### src/design/l1_adaptive_speed_controller_assert.svh
// assertion macros for the l1 adaptive speed controller
`ifndef L1_ADAPTIVE_SPEED_CONTROLLER_ASSERT_SVH
`define L1_ADAPTIVE_SPEED_CONTROLLER_ASSERT_SVH
`ifndef NO_ASSERTIONS
// same-cycle implication
`define L1ASC_ASSERT_NOW(lbl, ck, rn, ante, cons) \
  lbl: assert property (@(posedge ck) disable iff (!(rn)) (ante) |-> (cons)) \
    else $error("l1asc assertion failed");
// next-cycle implication
`define L1ASC_ASSERT_NEXT(lbl, ck, rn, ante, cons) \
  lbl: assert property (@(posedge ck) disable iff (!(rn)) (ante) |=> (cons)) \
    else $error("l1asc assertion failed");
`else
`define L1ASC_ASSERT_NOW(lbl, ck, rn, ante, cons)
`define L1ASC_ASSERT_NEXT(lbl, ck, rn, ante, cons)
`endif
`endif

### src/design/l1asc_pkg.sv
// shared types, constants and helpers of the l1 adaptive speed controller
`default_nettype none
package l1asc_pkg;

  // port field widths
  localparam int SPEED_W     = 16;
  localparam int DRIVE_W     = 16;
  localparam int IN_TDATA_W  = 32;
  localparam int OUT_TDATA_W = 24;
  localparam int OUT_PAD_W   = OUT_TDATA_W - DRIVE_W - 1;

  // configuration port
  localparam int CFG_ADDR_W = 3;
  localparam int CFG_DATA_W = 24;
  localparam logic [CFG_ADDR_W-1:0] CFG_INV_SPEED_SCALE = 3'd0;
  localparam logic [CFG_ADDR_W-1:0] CFG_DRIVE_SCALE     = 3'd1;
  localparam logic [CFG_ADDR_W-1:0] CFG_PRED_POLE       = 3'd2;
  localparam logic [CFG_ADDR_W-1:0] CFG_LP_POLE         = 3'd3;
  localparam logic [CFG_ADDR_W-1:0] CFG_ADAPT_STEP      = 3'd4;
  localparam logic [CFG_ADDR_W-1:0] CFG_EST_BOUND       = 3'd5;

  typedef struct packed {
    logic [23:0] inv_speed_scale;
    logic [14:0] drive_scale;
    logic [15:0] pred_pole;
    logic [15:0] lp_pole;
    logic [19:0] adapt_step;
    logic [18:0] est_bound;
  } cfg_t;

  localparam cfg_t CFG_RESET = '{
    inv_speed_scale: 24'd33554,
    drive_scale:     15'd1000,
    pred_pole:       16'd47868,
    lp_pole:         16'd34965,
    adapt_step:      20'd13107,
    est_bound:       19'd98304
  };

  // datapath widths
  localparam int Q_W    = 20;   // signed q3.16
  localparam int OPA_W  = 21;
  localparam int OPB_W  = 25;
  localparam int PROD_W = OPA_W + OPB_W;
  localparam int ACC_W  = 48;
  localparam int VAL_W  = 34;

  typedef logic signed [VAL_W-1:0] val_t;

  localparam val_t Q_ONE   = VAL_W'(65536);
  localparam val_t Q_NEG1  = VAL_W'(-65536);
  localparam val_t Q_MAX   = VAL_W'(524287);
  localparam val_t Q_MIN   = VAL_W'(-524288);
  localparam logic [16:0] DECAY_ONE = 17'h10000;
  localparam logic signed [ACC_W-1:0] BIAS8  = ACC_W'(128);
  localparam logic signed [ACC_W-1:0] BIAS16 = ACC_W'(32768);

  // microcode fields
  typedef enum logic [2:0] {
    A_MEAS_IN   = 3'd0,
    A_REF_IN    = 3'd1,
    A_ERR       = 3'd2,
    A_AC        = 3'd3,
    A_UNC       = 3'd4,
    A_ONORM     = 3'd5,
    A_PRED      = 3'd6,
    A_ONORM_UNC = 3'd7
  } a_sel_t;

  typedef enum logic [2:0] {
    B_ISS   = 3'd0,
    B_ADAPT = 3'd1,
    B_FD    = 3'd2,
    B_FD_C  = 3'd3,
    B_OL    = 3'd4,
    B_MD    = 3'd5,
    B_MD_C  = 3'd6
  } b_sel_t;

  typedef enum logic [1:0] {
    ACC_HOLD = 2'd0,
    ACC_LOAD = 2'd1,
    ACC_ADD  = 2'd2,
    ACC_SUB  = 2'd3
  } acc_op_t;

  typedef enum logic {
    SH8  = 1'b0,
    SH16 = 1'b1
  } shift_t;

  typedef enum logic [1:0] {
    WB_ACC        = 2'd0,
    WB_UNC_SUB    = 2'd1,
    WB_REF_ADD_AC = 2'd2,
    WB_MEAS       = 2'd3
  } wb_src_t;

  typedef enum logic [1:0] {
    CL_NONE = 2'd0,
    CL_Q    = 2'd1,
    CL_ONE  = 2'd2,
    CL_LIM  = 2'd3
  } clamp_t;

  typedef enum logic [3:0] {
    DST_NONE  = 4'd0,
    DST_MEAS  = 4'd1,
    DST_REF   = 4'd2,
    DST_UNC   = 4'd3,
    DST_AC    = 4'd4,
    DST_ONORM = 4'd5,
    DST_DRIVE = 4'd6,
    DST_PRED  = 4'd7,
    DST_RESET = 4'd8
  } dst_t;

  typedef logic [3:0] step_t;
  localparam step_t STEP_FIRST = 4'd0;
  localparam step_t STEP_RESET = 4'd15;

  typedef struct packed {
    a_sel_t  a_sel;
    b_sel_t  b_sel;
    acc_op_t acc_op;
    shift_t  sh;
    wb_src_t wb_src;
    clamp_t  clamp;
    dst_t    dst;
    logic    jmp_rst;
    step_t   jmp_tgt;
    logic    done;
  } ctrl_t;

  localparam ctrl_t CTRL_NOP = '{
    a_sel:   A_MEAS_IN,
    b_sel:   B_ISS,
    acc_op:  ACC_HOLD,
    sh:      SH16,
    wb_src:  WB_ACC,
    clamp:   CL_NONE,
    dst:     DST_NONE,
    jmp_rst: 1'b0,
    jmp_tgt: STEP_FIRST,
    done:    1'b0
  };

  function automatic val_t clip(val_t v, val_t lo, val_t hi);
    val_t r;
    if (v < lo) begin
      r = lo;
    end else if (v > hi) begin
      r = hi;
    end else begin
      r = v;
    end
    return r;
  endfunction

endpackage
`default_nettype wire

### src/design/l1_adaptive_speed_controller.sv
// top level of the l1 adaptive speed controller: sequencer and stream ports
`default_nettype none
`include "l1_adaptive_speed_controller_assert.svh"
// First-order L1 adaptive speed controller in fixed point (normalized values
// signed q3.16, decays unsigned q0.16). Each input transfer carries a kind bit
// on in_tuser and a reference and a measured speed in rpm on in_tdata; each
// one produces exactly one output transfer with a drive value and a
// saturation flag. A reset event (kind = 1) loads the predictor from the
// normalized measured speed, clears the uncertainty estimate and the filter
// and returns a drive of 0 with the flag clear. All arithmetic runs through
// one 21 x 25 bit multiplier and one accumulator, steered by a 16-word
// microcode program. A control update takes 15 program steps and a reset
// event takes 4 steps; a new transfer is only accepted once the previous
// one has finished its program. The multiplier is shared by all eight
// products of an update. The finished result sits in an output register; the
// block only holds at its last step while that register is still full.
// Configuration registers are to be written through the cfg port while the
// block is idle; the block itself does not enforce this. One write per cycle
// is taken (cfg_ready is always high); writes to unmapped indexes are dropped.
module l1_adaptive_speed_controller (
  input  logic                                 clk,
  input  logic                                 rst_n,
  // input stream
  input  logic                                 in_tvalid,
  output logic                                 in_tready,
  input  logic [l1asc_pkg::IN_TDATA_W-1:0]     in_tdata,   // [15:0] reference_speed, [31:16] measured_speed
  input  logic                                 in_tuser,   // [0] kind
  // result stream
  output logic                                 out_tvalid,
  input  logic                                 out_tready,
  output logic [l1asc_pkg::OUT_TDATA_W-1:0]    out_tdata,  // [15:0] drive_output, [16] saturated, [23:17] zero
  // configuration writes
  input  logic                                 cfg_valid,
  output logic                                 cfg_ready,
  input  logic [l1asc_pkg::CFG_ADDR_W-1:0]     cfg_addr,
  input  logic [l1asc_pkg::CFG_DATA_W-1:0]     cfg_data
);
  import l1asc_pkg::*;

  logic                    busy_r;
  logic                    busy_nxt;
  step_t                   step_r;
  step_t                   step_nxt;
  logic                    out_tvalid_r;
  logic [OUT_TDATA_W-1:0]  out_tdata_r;
  logic                    in_xfer;
  logic                    stall;
  logic                    adv;
  logic                    kind_rst;
  logic signed [DRIVE_W-1:0] drive;
  logic                    sat;
  ctrl_t                   ctrl;
  cfg_t                    cfg;

  l1asc_cfg_regs u_cfg (
    .clk       (clk),
    .rst_n     (rst_n),
    .cfg_valid (cfg_valid),
    .cfg_addr  (cfg_addr),
    .cfg_data  (cfg_data),
    .cfg       (cfg)
  );

  l1asc_ucode_rom u_rom (
    .step (step_r),
    .ctrl (ctrl)
  );

  l1asc_datapath u_dp (
    .clk      (clk),
    .rst_n    (rst_n),
    .start    (in_xfer),
    .en       (adv),
    .in_kind  (in_tuser),
    .in_ref   ($signed(in_tdata[15:0])),
    .in_meas  ($signed(in_tdata[31:16])),
    .ctrl     (ctrl),
    .cfg      (cfg),
    .kind_rst (kind_rst),
    .drive    (drive),
    .sat      (sat)
  );

  assign cfg_ready = 1'b1;
  assign in_tready = !busy_r;
  assign in_xfer   = in_tvalid && in_tready;

  // hold on the last step while the previous result is still waiting
  assign stall = busy_r && ctrl.done && out_tvalid_r && !out_tready;
  assign adv   = busy_r && !stall;

  // step counter with the conditional jump for reset events
  always_comb begin
    busy_nxt = busy_r;
    step_nxt = step_r;
    if (in_xfer) begin
      busy_nxt = 1'b1;
      step_nxt = STEP_FIRST;
    end else if (adv) begin
      if (ctrl.done) begin
        busy_nxt = 1'b0;
      end else if (ctrl.jmp_rst && kind_rst) begin
        step_nxt = ctrl.jmp_tgt;
      end else begin
        step_nxt = step_r + 4'd1;
      end
    end
  end

  always_ff @(posedge clk) begin
    if (!rst_n) begin
      busy_r <= 1'b0;
      step_r <= STEP_FIRST;
    end else begin
      busy_r <= busy_nxt;
      step_r <= step_nxt;
    end
  end

  // output register, loaded on the last step of a program run
  always_ff @(posedge clk) begin
    if (!rst_n) begin
      out_tvalid_r <= 1'b0;
    end else if (adv && ctrl.done) begin
      out_tvalid_r <= 1'b1;
    end else if (out_tready) begin
      out_tvalid_r <= 1'b0;
    end
  end

  always_ff @(posedge clk) begin
    if (adv && ctrl.done) begin
      out_tdata_r <= {{OUT_PAD_W{1'b0}}, sat, drive};
    end
  end

  assign out_tvalid = out_tvalid_r;
  assign out_tdata  = out_tdata_r;

  // an accepted transfer always starts the program at its first step
  `L1ASC_ASSERT_NEXT(a_xfer_starts_program, clk, rst_n, in_xfer, busy_r && step_r == STEP_FIRST)
  // a new result only appears right after a finishing step
  `L1ASC_ASSERT_NOW(a_result_after_done, clk, rst_n, out_tvalid_r && !$past(out_tvalid_r), $past(busy_r && ctrl.done))
  // a stalled sequencer keeps its place
  `L1ASC_ASSERT_NEXT(a_stall_holds_step, clk, rst_n, stall, busy_r && $stable(step_r))

endmodule
`default_nettype wire

### src/design/l1asc_cfg_regs.sv
// configuration register file
`default_nettype none
module l1asc_cfg_regs (
  input  logic                             clk,
  input  logic                             rst_n,
  input  logic                             cfg_valid,
  input  logic [l1asc_pkg::CFG_ADDR_W-1:0] cfg_addr,
  input  logic [l1asc_pkg::CFG_DATA_W-1:0] cfg_data,
  output l1asc_pkg::cfg_t                  cfg
);
  import l1asc_pkg::*;

  cfg_t cfg_r;

  always_ff @(posedge clk) begin
    if (!rst_n) begin
      cfg_r <= CFG_RESET;
    end else if (cfg_valid) begin
      unique case (cfg_addr)
        CFG_INV_SPEED_SCALE: cfg_r.inv_speed_scale <= cfg_data[23:0];
        CFG_DRIVE_SCALE:     cfg_r.drive_scale     <= cfg_data[14:0];
        CFG_PRED_POLE:       cfg_r.pred_pole       <= cfg_data[15:0];
        CFG_LP_POLE:         cfg_r.lp_pole         <= cfg_data[15:0];
        CFG_ADAPT_STEP:      cfg_r.adapt_step      <= cfg_data[19:0];
        CFG_EST_BOUND:       cfg_r.est_bound       <= cfg_data[18:0];
        default: ;  // unmapped index, write dropped
      endcase
    end
  end

  assign cfg = cfg_r;

endmodule
`default_nettype wire

### src/design/l1asc_ucode_rom.sv
// microcode program: one control word per step
`default_nettype none
module l1asc_ucode_rom (
  input  l1asc_pkg::step_t step,
  output l1asc_pkg::ctrl_t ctrl
);
  import l1asc_pkg::*;

  always_comb begin
    ctrl = CTRL_NOP;
    unique case (step)
      4'd0: begin  // meas * 1/scale
        ctrl.a_sel = A_MEAS_IN;
        ctrl.b_sel = B_ISS;
      end
      4'd1: begin  // ref * 1/scale
        ctrl.acc_op = ACC_LOAD;
        ctrl.sh     = SH8;
        ctrl.a_sel  = A_REF_IN;
        ctrl.b_sel  = B_ISS;
      end
      4'd2: begin  // store normalized meas, reset events branch off here
        ctrl.wb_src  = WB_ACC;
        ctrl.sh      = SH8;
        ctrl.clamp   = CL_Q;
        ctrl.dst     = DST_MEAS;
        ctrl.acc_op  = ACC_LOAD;
        ctrl.jmp_rst = 1'b1;
        ctrl.jmp_tgt = STEP_RESET;
      end
      4'd3: begin  // clamped reference, then err * adapt step
        ctrl.wb_src = WB_ACC;
        ctrl.sh     = SH8;
        ctrl.clamp  = CL_ONE;
        ctrl.dst    = DST_REF;
        ctrl.a_sel  = A_ERR;
        ctrl.b_sel  = B_ADAPT;
      end
      4'd4: begin
        ctrl.acc_op = ACC_LOAD;
        ctrl.a_sel  = A_AC;
        ctrl.b_sel  = B_FD;
      end
      4'd5: begin  // new uncertainty
        ctrl.wb_src = WB_UNC_SUB;
        ctrl.clamp  = CL_LIM;
        ctrl.dst    = DST_UNC;
        ctrl.acc_op = ACC_LOAD;
      end
      4'd6: begin
        ctrl.a_sel = A_UNC;
        ctrl.b_sel = B_FD_C;
      end
      4'd7: begin
        ctrl.acc_op = ACC_SUB;
      end
      4'd8: begin  // filtered adaptive control
        ctrl.wb_src = WB_ACC;
        ctrl.clamp  = CL_ONE;
        ctrl.dst    = DST_AC;
      end
      4'd9: begin  // output sum
        ctrl.wb_src = WB_REF_ADD_AC;
        ctrl.clamp  = CL_ONE;
        ctrl.dst    = DST_ONORM;
      end
      4'd10: begin
        ctrl.a_sel = A_ONORM;
        ctrl.b_sel = B_OL;
      end
      4'd11: begin
        ctrl.acc_op = ACC_LOAD;
        ctrl.a_sel  = A_PRED;
        ctrl.b_sel  = B_MD;
      end
      4'd12: begin  // drive value, start predictor sum
        ctrl.wb_src = WB_ACC;
        ctrl.clamp  = CL_NONE;
        ctrl.dst    = DST_DRIVE;
        ctrl.acc_op = ACC_LOAD;
        ctrl.a_sel  = A_ONORM_UNC;
        ctrl.b_sel  = B_MD_C;
      end
      4'd13: begin
        ctrl.acc_op = ACC_ADD;
      end
      4'd14: begin  // predictor update, result ready
        ctrl.wb_src = WB_ACC;
        ctrl.clamp  = CL_Q;
        ctrl.dst    = DST_PRED;
        ctrl.done   = 1'b1;
      end
      4'd15: begin  // reset event: load predictor, clear the rest
        ctrl.wb_src = WB_MEAS;
        ctrl.clamp  = CL_NONE;
        ctrl.dst    = DST_RESET;
        ctrl.done   = 1'b1;
      end
    endcase
  end

endmodule
`default_nettype wire

### src/design/l1asc_datapath.sv
// shared multiplier, accumulator, clamp unit and state registers
`default_nettype none
module l1asc_datapath (
  input  logic                                clk,
  input  logic                                rst_n,
  input  logic                                start,
  input  logic                                en,
  input  logic                                in_kind,
  input  logic signed [l1asc_pkg::SPEED_W-1:0] in_ref,
  input  logic signed [l1asc_pkg::SPEED_W-1:0] in_meas,
  input  l1asc_pkg::ctrl_t                    ctrl,
  input  l1asc_pkg::cfg_t                     cfg,
  output logic                                kind_rst,
  output logic signed [l1asc_pkg::DRIVE_W-1:0] drive,
  output logic                                sat
);
  import l1asc_pkg::*;

  logic                       kind_r;
  logic signed [SPEED_W-1:0]  ref_in_r;
  logic signed [SPEED_W-1:0]  meas_in_r;
  logic signed [PROD_W-1:0]   prod_r;
  logic signed [PROD_W-1:0]   prod_nxt;
  logic signed [ACC_W-1:0]    acc_r;
  logic signed [ACC_W-1:0]    acc_nxt;
  logic signed [ACC_W-1:0]    bias;
  logic signed [Q_W-1:0]      meas_r;
  logic signed [Q_W-1:0]      ref_r;
  logic signed [Q_W-1:0]      onorm_r;
  logic signed [Q_W-1:0]      pred_r;
  logic signed [Q_W-1:0]      unc_r;
  logic signed [Q_W-1:0]      ac_r;
  logic signed [DRIVE_W-1:0]  drive_r;
  logic                       sat_r;
  logic signed [OPA_W-1:0]    opa;
  logic signed [OPB_W-1:0]    opb;
  logic [16:0]                fd_c;
  logic [16:0]                md_c;
  val_t                       vsh;
  val_t                       wb_val;
  val_t                       lim;
  val_t                       clamped;
  logic                       changed;

  assign fd_c = DECAY_ONE - {1'b0, cfg.lp_pole};
  assign md_c = DECAY_ONE - {1'b0, cfg.pred_pole};
  assign lim  = VAL_W'($signed({1'b0, cfg.est_bound}));

  // multiplier operands
  always_comb begin
    unique case (ctrl.a_sel)
      A_MEAS_IN:   opa = OPA_W'(meas_in_r);
      A_REF_IN:    opa = OPA_W'(ref_in_r);
      A_ERR:       opa = OPA_W'(pred_r) - OPA_W'(meas_r);
      A_AC:        opa = OPA_W'(ac_r);
      A_UNC:       opa = OPA_W'(unc_r);
      A_ONORM:     opa = OPA_W'(onorm_r);
      A_PRED:      opa = OPA_W'(pred_r);
      A_ONORM_UNC: opa = OPA_W'(onorm_r) + OPA_W'(unc_r);
    endcase
  end

  always_comb begin
    unique case (ctrl.b_sel)
      B_ISS:   opb = OPB_W'($signed({1'b0, cfg.inv_speed_scale}));
      B_ADAPT: opb = OPB_W'($signed({1'b0, cfg.adapt_step}));
      B_FD:    opb = OPB_W'($signed({1'b0, cfg.lp_pole}));
      B_FD_C:  opb = OPB_W'($signed({1'b0, fd_c}));
      B_OL:    opb = OPB_W'($signed({1'b0, cfg.drive_scale}));
      B_MD:    opb = OPB_W'($signed({1'b0, cfg.pred_pole}));
      B_MD_C:  opb = OPB_W'($signed({1'b0, md_c}));
      default: opb = '0;
    endcase
  end

  assign prod_nxt = PROD_W'(opa) * PROD_W'(opb);

  // rounding bias goes in at load so the later shift rounds half up
  assign bias = (ctrl.sh == SH8) ? BIAS8 : BIAS16;

  always_comb begin
    unique case (ctrl.acc_op)
      ACC_HOLD: acc_nxt = acc_r;
      ACC_LOAD: acc_nxt = bias + ACC_W'(prod_r);
      ACC_ADD:  acc_nxt = acc_r + ACC_W'(prod_r);
      ACC_SUB:  acc_nxt = acc_r - ACC_W'(prod_r);
    endcase
  end

  assign vsh = (ctrl.sh == SH8) ? VAL_W'(acc_r >>> 8) : VAL_W'(acc_r >>> 16);

  always_comb begin
    unique case (ctrl.wb_src)
      WB_ACC:        wb_val = vsh;
      WB_UNC_SUB:    wb_val = VAL_W'(unc_r) - vsh;
      WB_REF_ADD_AC: wb_val = VAL_W'(ref_r) + VAL_W'(ac_r);
      WB_MEAS:       wb_val = VAL_W'(meas_r);
    endcase
  end

  always_comb begin
    unique case (ctrl.clamp)
      CL_NONE: clamped = wb_val;
      CL_Q:    clamped = clip(wb_val, Q_MIN, Q_MAX);
      CL_ONE:  clamped = clip(wb_val, Q_NEG1, Q_ONE);
      CL_LIM:  clamped = clip(wb_val, -lim, lim);
    endcase
  end

  assign changed = (clamped != wb_val);

  // controller state
  always_ff @(posedge clk) begin
    if (!rst_n) begin
      pred_r <= '0;
      unc_r  <= '0;
      ac_r   <= '0;
    end else if (en) begin
      unique case (ctrl.dst)
        DST_UNC:   unc_r  <= Q_W'(clamped);
        DST_AC:    ac_r   <= Q_W'(clamped);
        DST_PRED:  pred_r <= Q_W'(clamped);
        DST_RESET: begin
          pred_r <= Q_W'(clamped);
          unc_r  <= '0;
          ac_r   <= '0;
        end
        default: ;
      endcase
    end
  end

  // working registers
  always_ff @(posedge clk) begin
    if (start) begin
      kind_r    <= in_kind;
      ref_in_r  <= in_ref;
      meas_in_r <= in_meas;
      drive_r   <= '0;
      sat_r     <= 1'b0;
    end else if (en) begin
      prod_r <= prod_nxt;
      acc_r  <= acc_nxt;
      unique case (ctrl.dst)
        DST_MEAS:  meas_r <= Q_W'(clamped);
        DST_REF: begin
          ref_r <= Q_W'(clamped);
          sat_r <= sat_r | changed;
        end
        DST_ONORM: begin
          onorm_r <= Q_W'(clamped);
          sat_r   <= sat_r | changed;
        end
        DST_DRIVE: drive_r <= DRIVE_W'(clamped);
        default: ;
      endcase
    end
  end

  assign kind_rst = kind_r;
  assign drive    = drive_r;
  assign sat      = sat_r;

endmodule
`default_nettype wire
### config.mk
export PLATFORM = sky130hd
export DESIGN_NAME = l1_adaptive_speed_controller
export DESIGN_NICKNAME = d
export VERILOG_FILES = /design/src/design/l1asc_pkg.sv /design/src/design/l1_adaptive_speed_controller.sv /design/src/design/l1asc_cfg_regs.sv /design/src/design/l1asc_ucode_rom.sv /design/src/design/l1asc_datapath.sv
export VERILOG_INCLUDE_DIRS = /design/src /design/src/design
export SDC_FILE = /design/constraint.sdc
export NUM_CORES = 2
export LEC_CHECK = 0
export BUFFER_PORTS_ARGS = -buffer_cell sky130_fd_sc_hd__buf_2
export CORE_MARGIN = 2
export CORE_UTILIZATION = 59
export DETAILED_ROUTE_END_ITERATION = 16
export HOLD_SLACK_MARGIN = 0.06
export PLACE_DENSITY = 0.79
export SYNTH_ARGS = -nofsm -noshare
export SYNTH_HDL_FRONTEND = slang
export SYNTH_SLANG_ARGS = --single-unit
### constraint.sdc
create_clock -name clk -period 9.9 [get_ports clk]
set_input_delay 0.99 -clock clk [delete_from_list [all_inputs] [get_ports clk]]
set_output_delay 0.99 -clock clk [all_outputs]
set_load 0.005 [all_outputs]
# After elaboration in Yosys (flattened, before gate mapping)

Index checks and enable logic that the tools add are counted.

Equality and inequality tests: 51
$lt $le $gt $ge: 6
Add/sub/neg operators: 11
$mul: 1
Multiplexer cells: 26
Bitwise operators: 5
Reduce and logical (&&, ||, !) cells: 45

Operators with widths:

| operator               | number |
|---|---|
| $pmux 34 s4            | 2 |
| $mux 34                | 7 |
| $pmux 21 s8            | 1 |
| $pmux 24 s7            | 1 |
| $pmux 48 s3            | 1 |
| $pmux 20 s2            | 2 |
| $pmux 8 s8             | 1 |
| $add 48x46->48         | 1 |
| $sub 48x46->48         | 1 |
| $add 17x46->47         | 1 |
| $mul 21x25->46         | 1 |
| $add 20x20->21         | 2 |
| $pmux 6 s7             | 1 |
| $eq 4x4->1 const B     | 9 |
| $gt 34x18->1 const B   | 1 |
| $gt 34x20->1           | 1 |
| $gt 34x20->1 const B   | 1 |
| $lt 34x17->1 const B   | 1 |
| $lt 34x20->1 const B   | 1 |
| $lt 34x34->1           | 1 |
| $ne 34x34->1           | 1 |
| $neg 19->34            | 1 |
| $sub 17x16->17 const A | 2 |
| $sub 20x34->34         | 1 |
| other kinds (27)       | 103 |

Input port bits: 65
Output and inout port bits: 27
Bits in registers: 397

# Longest topological paths before layout

Depth after elaboration: 11
Gate-level depth with buffers: 45
Mapped depth without buffers: 43

# Modules after synthesis

A second synthesis with hierarchy kept.

Cell total of the unflattened synthesis: 5540
Area total of the unflattened synthesis: 47330.4 µm²

By module, submodules not included:

| module                       | sequential area each (µm²) | cells each | area each (µm²) | instances |
|---|---|---|---|---|
| l1asc_datapath               | 7156.9                     | 5005       | 41747.5         | 1 |
| l1asc_cfg_regs               | 2202.1                     | 413        | 4292.9          | 1 |
| l1_adaptive_speed_controller | 630.6                      | 68         | 930.9           | 1 |
| l1asc_ucode_rom              | 0.0                        | 54         | 359.1           | 1 |

# Worst setup path after synthesis

No wires, ideal clock.

Path type: flip-flop to flip-flop
Start point: reg step_r[2]
End point: reg u_dp.prod_r[44], data pin
Path slack: -0.637 ns
Arrival: 10.268 ns
Cell stages (with the launch flop): 42
Required time: 9.631 ns
Library setup time: 0.269 ns
Buffers on the path: 5
Cell sequence: dfxtp_1 > clkbuf_1 > buf_2 > buf_1 > clkbuf_1 > nand3_1 > mux2i_1 > o21ai_0 > nor3_1 > nand2_1 > xor2_1 > o2111ai_1 > clkbuf_1 > nand2_1 > fa_1 > inv_1 > fa_1 > inv_1 > [6 not listed] > fa_1 > inv_1 > fa_1 > inv_1 > ha_1 > and3_1 > nand2_1 > nand2_1 > a31oi_1 > o311a_1 > or4_1 > a31oi_1 > a41oi_1 > o31ai_1 > a31o_2 > a31oi_1 > o31ai_1 > xor2_1

Cells in the longest elaborated chain, start to end: 5
Elaborated cells on any way between the ends: 26
Classes of those cells: mul: 1; eq/ne: 20; mux: 3; reduce/logical: 2

Ends and longest elaborated chain:

| what                                              | RTL line                                   | RTL |
|---|---|---|
| start: declaration                                | l1_adaptive_speed_controller.sv:42         | `step_t step_r;` |
| start signal: assignment                          | l1_adaptive_speed_controller.sv:116        | `step_r <= step_nxt;` |
| $eq 4x4->1, or another cell as far along          | l1asc_ucode_rom.sv:11                      | `unique case (step)` |
| $pmux 6 s7 (*)                                    | l1asc_ucode_rom.sv:11                      |  |
| $eq 3x3->1, or another cell as far along          | l1asc_datapath.sv:51                       | `unique case (ctrl.a_sel)` |
| $pmux 21 s8 / $pmux 24 s7 (equally long branches) | l1asc_datapath.sv:51, l1asc_datapath.sv:64 |  |
| $mul 21x25->46 (*)                                | l1asc_datapath.sv:76                       | `assign prod_nxt = PROD_W'(opa) * PROD_W'(opb);` |
| net u_dp.prod_nxt[44]                             | l1asc_datapath.sv:23                       | `logic signed [PROD_W-1:0] prod_nxt;` |
| end signal: assignment                            | l1asc_datapath.sv:142                      | `prod_r <= prod_nxt;` |
| end: declaration                                  | l1asc_datapath.sv:22                       | `logic signed [PROD_W-1:0] prod_r;` |

Mark *: on every way through the listed nets, which the timed path passes. The rest lies on a longest branch.
A chain may end at the register's enable or synchronous reset.

# Worst setup path in the final report

Start point: reg u_dp.onorm_r[0]
End point: reg u_dp.prod_r[41], data pin

Cells in the longest elaborated chain, start to end: 3

Ends and longest elaborated chain:

| what                     | RTL line              | RTL |
|---|---|---|
| start: declaration       | l1asc_datapath.sv:29  | `logic signed [Q_W-1:0] onorm_r;` |
| start signal: assignment | l1asc_datapath.sv:151 | `onorm_r <= Q_W'(clamped);` |
| $add 20x20->21           | l1asc_datapath.sv:59  | `A_ONORM_UNC: opa = OPA_W'(onorm_r) + OPA_W'(unc_r);` |
| $pmux 21 s8 (*)          | l1asc_datapath.sv:51  |  |
| $mul 21x25->46 (*)       | l1asc_datapath.sv:76  |  |
| net u_dp.prod_nxt[41]    | l1asc_datapath.sv:23  |  |

Marked as above.

==> flow_metrics.tcl <==
set metrics [dict create \
    ff2ff_path_depth 42 \
    grt_pass1_wl_um 242300 \
    start_util_pct 59.40 \
    ys_ff_latch 397 \
    crit_slowest_cell "fa_1" \
    async_flop_share_pct 0 \
    min_to "out_tdata[1]" \
    syn_to_final_growth_pct 13.79 \
    synthFlopType "edfxtp_1" \
    cts_hold_buf 0 \
    dp.cells 6877 \
    track_usage_pct 37.95 \
    drtAntennaViolNets 0 \
    post_dp_cell_area_um2 50830 \
    synth-seq-area-share_pct 21.36 \
    cts_tree "done" \
    drive_gt1_share_pct 14.11 \
    detailed_place_hpwl_um 124400 \
    insertion_delay_ns 0.62 \
    syn_area_per_cell_um2 8.325 \
    vdd_drop_max_mv 0.4695 \
    synth_cell_type_count 108 \
    r2r-end "u_dp.prod_r[41]" \
    worstMarginPinSlew_ns 1.246 \
    drtIter0Drc 4735 \
    synth_area_um2 46770 \
    fin_crit_sh_pct 101.4 \
    critPathRequiredTime_ns 10.19 \
    crit_top_cell "fa_1" \
    io_pins 92 \
    cts.sinks 397 \
    r2r_slack_ns -0.14 \
    finalCriticalPeriod_ns 10.04 \
    slew_headroom_pct 16.61 \
    routed_via_density 6.216 \
    critPathCaptureType "register" \
    antenna_found_initial 2 \
    die_area_um2 81540 \
    maxCapViolCount 0 \
    fin_ws_ns -0.1421 \
    fp.dieH_um 285.6 \
    vias 43450 \
    dp_slack_ns -0.6929 \
    dr.pass1.iters 8 \
    finalNetCount 6774 \
    core_um2 78740 \
    critPathLaunchType "register" \
    regToRegStartpoint "u_dp.onorm_r[0]" \
    rows 103 \
    rsz0062_at_grt "yes" \
    numCtsBuffers 44 \
    worstPathMaxFanout 6 \
    grt-ovfl-total 0 \
    clock_path_buffers 3 \
    ys_warn_count 0 \
    slowest_delay_ns 0.57 \
    wl_um 157300 \
    postLayoutCoreUtil_pct 67.59 \
    io_buffer_count 83 \
    whs_path_depth 0 \
    synth_edf_count 204 \
    cp_data_arrival_time_ns 10.34 \
    power_mw 12.36 \
    grt_max_degree 80 \
    routedWlPerCell_um 22.50 \
    layout.area.seq_um2 9993 \
    synth_top_area_cell "fa_1" \
    powerDensity_nw_per_um2 232.3 \
    hp-class "register to register" \
    setup_viol 7 \
    design_area_um2 53220 \
    worst_clock_skew_ns 0.07856 \
    drc 0 \
    clock-root-buffer "clkbuf_16" \
    die_w_um 285.6 \
    synth_top_area_share_pct 18.02 \
    hold_slack_ns 0.4229 \
    gp_congestion 1.015 \
    n_fill_cell 6314 \
    final_cells 6991 \
    clock.fmax_mhz 99.58 \
    first_global_vias 42940 \
    crit_type "register to register" \
    p_leak_nw 24.32 \
    multiInputGateArea_um2 34000 \
    h-tree-depth 2 \
    status "finished, violations left" \
    postSynthCellCount 5618 \
    finalSetupTns_ns -0.6839 \
    hold_start "u_dp.drive[1]" \
    violations "setup timing" \
    synth_area_leaders "fa_1 18%, edfxtp_1 13%, ha_1 10%, dfxtp_1 8.3%, nand2_1 6.6%" \
    maxSlewViolCount 0 \
    clkSlewWorstSetupHoldPaths_ns 0.07 \
    hold_viol_final 0 \
]
worst max-delay path: cells and delay by family (launching register included):
kind                       cells  cell delay, ns
adders and majority gates     10            4.59
AOI/OAI and AO/OA             13            2.08
buffers and inverters         11            1.26
and+or+nand+nor                6            1.14
DFF                            1            0.36
xor gates and xnor gates       2            0.29
synth_stat cells, drive strengths merged (24+ instances only):
cell and count:
buf 43, ha 384, nor2b 87, o21bai 24, or3 39, a22oi 51
nor4 29, nor2 400, a221oi 35, a31oi 37, mux2i 85, a21oi 326
dfxtp 193, inv 690, nand2b 69, xor2 88, edfxtp 204, nand4 60
or2 32, clkbuf 236, o21a 38, o21ai 192, fa 421, nand2 826
a211oi 52, nor3 123, and3 45, and2 83, a21o 86, xnor2 149
o31ai 30, nand3 150
worst max path at each step:
stage                 endpoint  slack [ns]  cells after the start            start
3_3_place_gp   u_dp.prod_r[42]       -0.42                     42  u_dp.onorm_r[0]
2_1_floorplan  u_dp.prod_r[44]       0.005                     41        step_r[2]
6_report       u_dp.prod_r[41]       -0.14                     42  u_dp.onorm_r[0]
4_1_cts        u_dp.prod_r[42]       0.003                     36        step_r[0]
5_1_grt        u_dp.prod_r[43]       -0.48                     43   u_dp.meas_r[1]
3_5_place_dp   u_dp.prod_r[42]       -0.69                     42  u_dp.onorm_r[0]
state kept, by name, summed over array words and instances (netlist names), 4 cells and up:
name and cells:
u_dp.unc_r 20, step_r 4, u_dp.onorm_r 20, u_dp.acc_r 48, u_dp.prod_r 46, u_dp.meas_r 20, u_dp.drive 16, out_tdata 17
u_cfg.cfg 110, u_dp.ref_in_r 16, u_dp.meas_in_r 16, u_dp.ref_r 20, u_dp.pred_r 20, u_dp.ac_r 20
power by group:
| part | leakage (nW) | internal, mW | total (mW) | switching (mW) |
|---|---|---|---|---|
| sequential | 3.48 | 2.08 | 2.27 | 0.187 |
| combinational | 20.1 | 3.83 | 8.43 | 4.60 |
| clock | 0.704 | 0.918 | 1.66 | 0.745 |
| total | 24.3 | 6.83 | 12.4 | 5.53 |
kinds of logic (layout without fill, tap and decap cells):
| family | after synthesis | count (layout) | share of synthesized area, % |
|---|---|---|---|
| simple gates | 1999 | 1999 | 19.84 |
| compound gates | 1117 | 1117 | 16.18 |
| buf+inv | 971 | 1286 | 7.943 |
| fa+ha+maj | 805 | 805 | 28.29 |
| flops | 397 | 397 | 21.36 |
| xor+xnor | 237 | 237 | 4.438 |
| mux | 90 | 90 | 1.939 |
| other cells | 2 | 10 | 0.01606 |
placed cells by master, fill, tap and decap left out, types with 29 or more instances in the layout:
cell type | synthesis | routed
a21o_1 | 86 | 86
nor2_1 | 398 | 385
clkbuf_16 | 0 | 46
o21ai_0 | 179 | 161
ha_1 | 384 | 371
fa_1 | 421 | 408
dfxtp_1 | 193 | 190
nand3_1 | 150 | 147
nand2_1 | 825 | 822
buf_4 | 14 | 403
a31oi_1 | 36 | 32
and2_1 | 81 | 81
buf_2 | 14 | 83
inv_1 | 688 | 678
and3_1 | 45 | 43
edfxtp_1 | 204 | 204
xor2_1 | 88 | 87
nand4_1 | 58 | 58
a211oi_1 | 49 | 42
o21a_1 | 37 | 35
nor3_1 | 119 | 114
xnor2_1 | 149 | 148
or2_2 | 30 | 29
a22oi_1 | 51 | 49
mux2i_1 | 85 | 83
nor2b_1 | 87 | 84
nand2b_1 | 69 | 69
or3_1 | 39 | 39
a21oi_1 | 323 | 309
layout make-up:
| type | count | share of cell area, % |
|---|---|---|
| Clock buffer | 60 | 2.316 |
| Tap cell | 1050 | 2.468 |
| Clock inverter | 21 | 0.3902 |
| Antenna cell | 2 | 0.009404 |
| Sequential cell | 397 | 18.78 |
| Timing Repair Buffer | 513 | 7.281 |
| Multi-Input combinational cell | 4256 | 63.87 |
| Inverter | 692 | 4.885 |
layer usage:
| layer | wire (um) | up-vias | GRT usage, % | share of wire [%] |
|---|---|---|---|---|
| li1 | - | 19670 | - | - |
| met1 | 62540 | 21000 | 51.05 | 40 |
| met2 | 70140 | 2354 | 60.02 | 45 |
| met3 | 15910 | 423 | 6.292 | 10 |
| met4 | 8691 | 0 | 17.84 | 5.5 |
| met5 | 0 | - | 0 | 0 |
repair_timing:
| action | 4_1_cts | 5_1_grt |
|---|---|---|
| resized for setup | 60 | 102 |
| hold endpoints to repair | 0 | 0 |
| pin swaps | 58 | 113 |
| cloned | 0 | 1 |
| setup buffers | 12 | 20 |
| endpoints found under the setup margin | 18 | 18 |
No activity file was read; power rests on OpenSTA's default activity.
